<file path="config.mk">
export PLATFORM = sky130hd
export DESIGN_NAME = prrs_front
export DESIGN_NICKNAME = d
export VERILOG_FILES = /design/src/prrs_pkg.sv /design/src/prrs_front.sv
export SDC_FILE = /design/constraint.sdc
export NUM_CORES = 1
export LEC_CHECK = 0
export ABC_AREA = 1
export BUFFER_PORTS_ARGS = -buffer_cell sky130_fd_sc_hd__buf_4
export CORE_MARGIN = 3
export CORE_UTILIZATION = 28
export DETAILED_ROUTE_END_ITERATION = 7
export PLACE_DENSITY = 0.54
export SLEW_MARGIN = 20
export SYNTH_ARGS = -nofsm -noshare
export SYNTH_HDL_FRONTEND = slang
export SYNTH_SLANG_ARGS = --single-unit
</file>
<file path="constraint.sdc">
create_clock -name clock -period 2.65 [get_ports clock]
set_clock_uncertainty 0.2 [all_clocks]
set_input_delay 0.265 -clock clock [delete_from_list [all_inputs] [get_ports clock]]
set_output_delay 0.265 -clock clock [all_outputs]
set_load 0.03 [all_outputs]
</file>
<file path="src/prrs_pkg.sv">
//------------------------------------------------------------------------------
// prrs_pkg
// shared types and constants of the priority round-robin scheduler
//------------------------------------------------------------------------------
`timescale 1ns / 1ps
`default_nettype none
package prrs_pkg;
   localparam int LEVELS = 16;
   localparam int JOBS = 64;
   localparam int LVL_W = $clog2(LEVELS);
   localparam int SLOT_W = $clog2(JOBS);
   localparam int CNT_W = $clog2(JOBS + 1);
   localparam logic [15:0] QUANTUM_RESET = 16'd10;

   localparam logic [1:0] ST_ADDED = 2'd0;
   localparam logic [1:0] ST_FULL = 2'd1;
   localparam logic [1:0] ST_SLICE = 2'd2;
   localparam logic [1:0] ST_IDLE = 2'd3;

   localparam logic KIND_ADD = 1'b0;
   localparam logic KIND_DISPATCH = 1'b1;

   typedef struct packed {
      logic        kind;
      logic [31:0] tag;
      logic [3:0]  prio;
      logic [15:0] burst;
   } cmd_type;

   typedef struct packed {
      logic [1:0]  status;
      logic [31:0] tag;
      logic [3:0]  prio;
      logic [15:0] burst;
      logic [15:0] slice;
      logic [15:0] remaining;
      logic        completed;
      logic [31:0] elapsed;
   } rsp_type;
endpackage
`default_nettype wire

</file>
<file path="src/prrs_front.sv">
//------------------------------------------------------------------------------
// prrs_front
// accepts request beats, saturates the level and queues commands
//------------------------------------------------------------------------------
`timescale 1ns / 1ps
`default_nettype none
module prrs_front import prrs_pkg::*; (
   input  wire logic        clock,
   input  wire logic        reset,
   input  wire logic        push,
   output logic             full,
   input  wire logic        req_kind,
   input  wire logic [31:0] req_job_tag,
   input  wire logic [3:0]  req_priority_req,
   input  wire logic [15:0] req_burst,
   output logic             cmd_valid,
   output cmd_type          cmd,
   input  wire logic        cmd_take
);
   // two-entry queue
   cmd_type    q_ff [2];
   logic [1:0] cnt_ff, cnt_in;
   logic       rd_ff, rd_in;
   logic       wr_ff, wr_in;
   cmd_type    c;
   logic       do_push, do_pop;

   always_comb begin
      c.kind = req_kind;
      c.tag = req_job_tag;
      c.burst = req_burst;
      if ({28'd0, req_priority_req} >= LEVELS) begin
         c.prio = 4'(LEVELS - 1);
      end else begin
         c.prio = req_priority_req;
      end
   end

   assign full = (cnt_ff == 2'd2);
   assign cmd_valid = (cnt_ff != 2'd0);
   assign cmd = q_ff[rd_ff];
   assign do_push = push && !full;
   assign do_pop = cmd_take && cmd_valid;
   assign cnt_in = cnt_ff + {1'b0, do_push} - {1'b0, do_pop};
   assign rd_in = rd_ff ^ do_pop;
   assign wr_in = wr_ff ^ do_push;

   always_ff @(posedge clock) begin
      if (reset) begin
         cnt_ff <= '0;
         rd_ff <= 1'b0;
         wr_ff <= 1'b0;
      end else begin
         cnt_ff <= cnt_in;
         rd_ff <= rd_in;
         wr_ff <= wr_in;
      end
      if (do_push) begin
         q_ff[wr_ff] <= c;
      end
   end
endmodule
`default_nettype wire

</file>
==> flow_metrics.env <==
export IMPL_run_status="finished clean"
export IMPL_routabilityCongestion=0.6724
export IMPL_ys_flop_type="edfxtp_1"
export IMPL_timing_max_transition_violations_final=0
export IMPL_die_height_um=130.0
export IMPL_post_place_ws_ps=742.3
export IMPL_syn_inst=200
export IMPL_crit_required_ps=2180
export IMPL_clk_latency_ps=350
export IMPL_cts_buffer_depth=2
export IMPL_criticalPathCategory="register to primary output"
export IMPL_fin_crit_ps=2247
export IMPL_hold_path_class="primary input to register"
export IMPL_syn_nets=261
export IMPL_postSynthAreaPerCell_sq_um=21.54
export IMPL_cts_hold_buf=55
export IMPL_grt_met2_usage_pct=17.08
export IMPL_chipWidth_um=130.0
export IMPL_synth_seq_cells=110
export IMPL_synth_largest_area_cell="edfxtp_1"
export IMPL_synth_cell_types=13
export IMPL_startpoint_type="register"
export IMPL_rows=44
export IMPL_fin_area_sq_um=6186
export IMPL_yosys_top_cells_count="106 x edfxtp_1, 48 x mux2_4, 10 x inv_1, 8 x nor2_1"
export IMPL_die_area_sq_um=16910
export IMPL_use_met1_pct=10.88
export IMPL_final_hold_violation_count=0
export IMPL_grt_max_degree=41
export IMPL_grt_setup_unrepaired="no"
export IMPL_grtUsageMet3_pct=3.807
export IMPL_critPathArrivalTime_ps=1780
export IMPL_drv_cap=0
export IMPL_whs_ps=235.5
export IMPL_tns_ps=0
export IMPL_first_iter_violations=114
export IMPL_numPortBuffers=111
export IMPL_dpl_cell_area_sq_um=5346
export IMPL_antenna_left=0
export IMPL_routed_wl_um=8167
export IMPL_dr_pass1_iters=4
export IMPL_pin_count=112
export IMPL_setup_ws_ps=403.2
export IMPL_finalCritPeriodShare_pct=84.78
export IMPL_r2r_slack_ps=780
export IMPL_finalSetupViolations=0
export IMPL_drc=0
export IMPL_synth_top_area_share_pct=73.89
export IMPL_syn_cell_area_sq_um=4308
export IMPL_slew_headroom_pct=67.47
export IMPL_cts_setup_buffers=0
export IMPL_drive_gt1_share_pct=49.09
export IMPL_first_global_vias=2546
export IMPL_overflow=0
export IMPL_cts_tree="done"
export IMPL_initial_core_util_pct=29.09
export IMPL_grt_pass1_wl_um=12530
export IMPL_tightestPinTransition_ps=488.0
export IMPL_htree_levels=3
export IMPL_nFillCells=1342
export IMPL_path_max_fanout=20
export IMPL_avgRoutedWirePerCell_um=14.40
export IMPL_synth_warnings=0
export IMPL_power_leakage_nw=2.432
export IMPL_area_growth_pct=43.60
export IMPL_grt_use_total_pct=9.949
export IMPL_endpoint_kind="primary output"
export IMPL_clock_fmax_ghz=0.4451
export IMPL_synth_area_leaders="edfxtp_1 74%, mux2_4 17%, buf_12 2.3%"
export IMPL_ir_worst_vdd_v=0.0005428
export IMPL_via_per_inst=4.085
export IMPL_synth_seq_area_share_pct=75.75
export IMPL_clk_pin_slew_worst_paths_ps=70
export IMPL_via_count=2316
export IMPL_top_usage_layer="met2"
export IMPL_antenna_found_initial=0
export IMPL_async_reset_ff_share_pct=0
export IMPL_root_buffer="clkbuf_16"
export IMPL_n_antenna_cell=0
export IMPL_core_sq_um=14810
export IMPL_power_density_nw_per_um2=928.2
export IMPL_final_nets=439
export IMPL_hpwl_um=5305
export IMPL_cts_sinks=110
export IMPL_synth_most_common_cell="edfxtp_1"
export IMPL_cts_resized=0
export IMPL_synth_edf_count=106
export IMPL_cts_buffers=9
## final cells by class
| cell class | instances | area [sq um] | share of cell area (%) |
|---|---|---|---|
| Clock inverter | 2 | 15.01 | 0.2427 |
| Tap cell | 184 | 230.2 | 3.722 |
| Clock buffer | 14 | 274.0 | 4.430 |
| Sequential cell | 110 | 3267 | 52.81 |
| Multi-Input combinational cell | 74 | 900.9 | 14.56 |
| Inverter | 10 | 37.54 | 0.6068 |
| Timing Repair Buffer | 173 | 1461 | 23.62 |
## kinds of logic after synthesis
group | after synthesis | share of synthesized area, %
buffers and inverters | 16 | 3.456
muxes | 53 | 18.04
adders and majority gates | 4 | 1.162
DFF | 110 | 75.75
AOI/OAI and AO/OA | 2 | 0.2321
and+or+nand+nor | 15 | 1.365
## power by group
part	internal (mW)	switching (mW)
clock	0.716	0.574
combinational	0.944	1.12
sequential	2.26	0.124
## per-stage QoR
stage	power, mW	util (%)	std cells
after floorplan	3.852	-	200
after CTS	5.854	41.77	567
final	5.742	41.77	567
after detailed placement	4.471	36.10	496
after global placement	4.446	36.10	496
after global routing	6.036	41.77	567
## metal layers
layer,routed length [um],vias up
met1,3209,1120
met5,0,-
met3,507,11
li1,-,1116
met4,160,0
met2,4290,69
## final timing paths
check                                from           to  cells after the start
worst min-delay path                 push        wr_ff                      5
worst max-delay path                rd_ff       cmd[1]                      3
worst min register to register      wr_ff        wr_ff                      3
worst max register to register  cnt_ff[1]  q_ff[0][20]                      5
## critical path: stages (launching register included)
cell and delay, ps:
dfxtp_4 590, buf_4 310, mux2_2 360, buf_4 170
## flip-flops by register name, summed over array words and instances (netlist names)
signal and flops:
q_ff 106, cnt_ff 2, rd_ff 1, wr_ff 1
## cell usage in the layout, fill, tap and decap left out
cell	count
dfxtp_4	1
a21oi_1	1
inv_1	10
edfxtp_1	106
o21ai_0	1
buf_4	116
clkbuf_8	3
ha_2	2
nand3_1	2
clkbuf_1	2
ha_1	2
nand2_1	5
mux2_2	5
nor2_1	8
dlygate4sd3_1	55
clkbuf_16	9
clkinvlp_4	2
buf_12	2
mux2_4	48
dfxtp_1	3
Power figures use the tool's default switching activity.
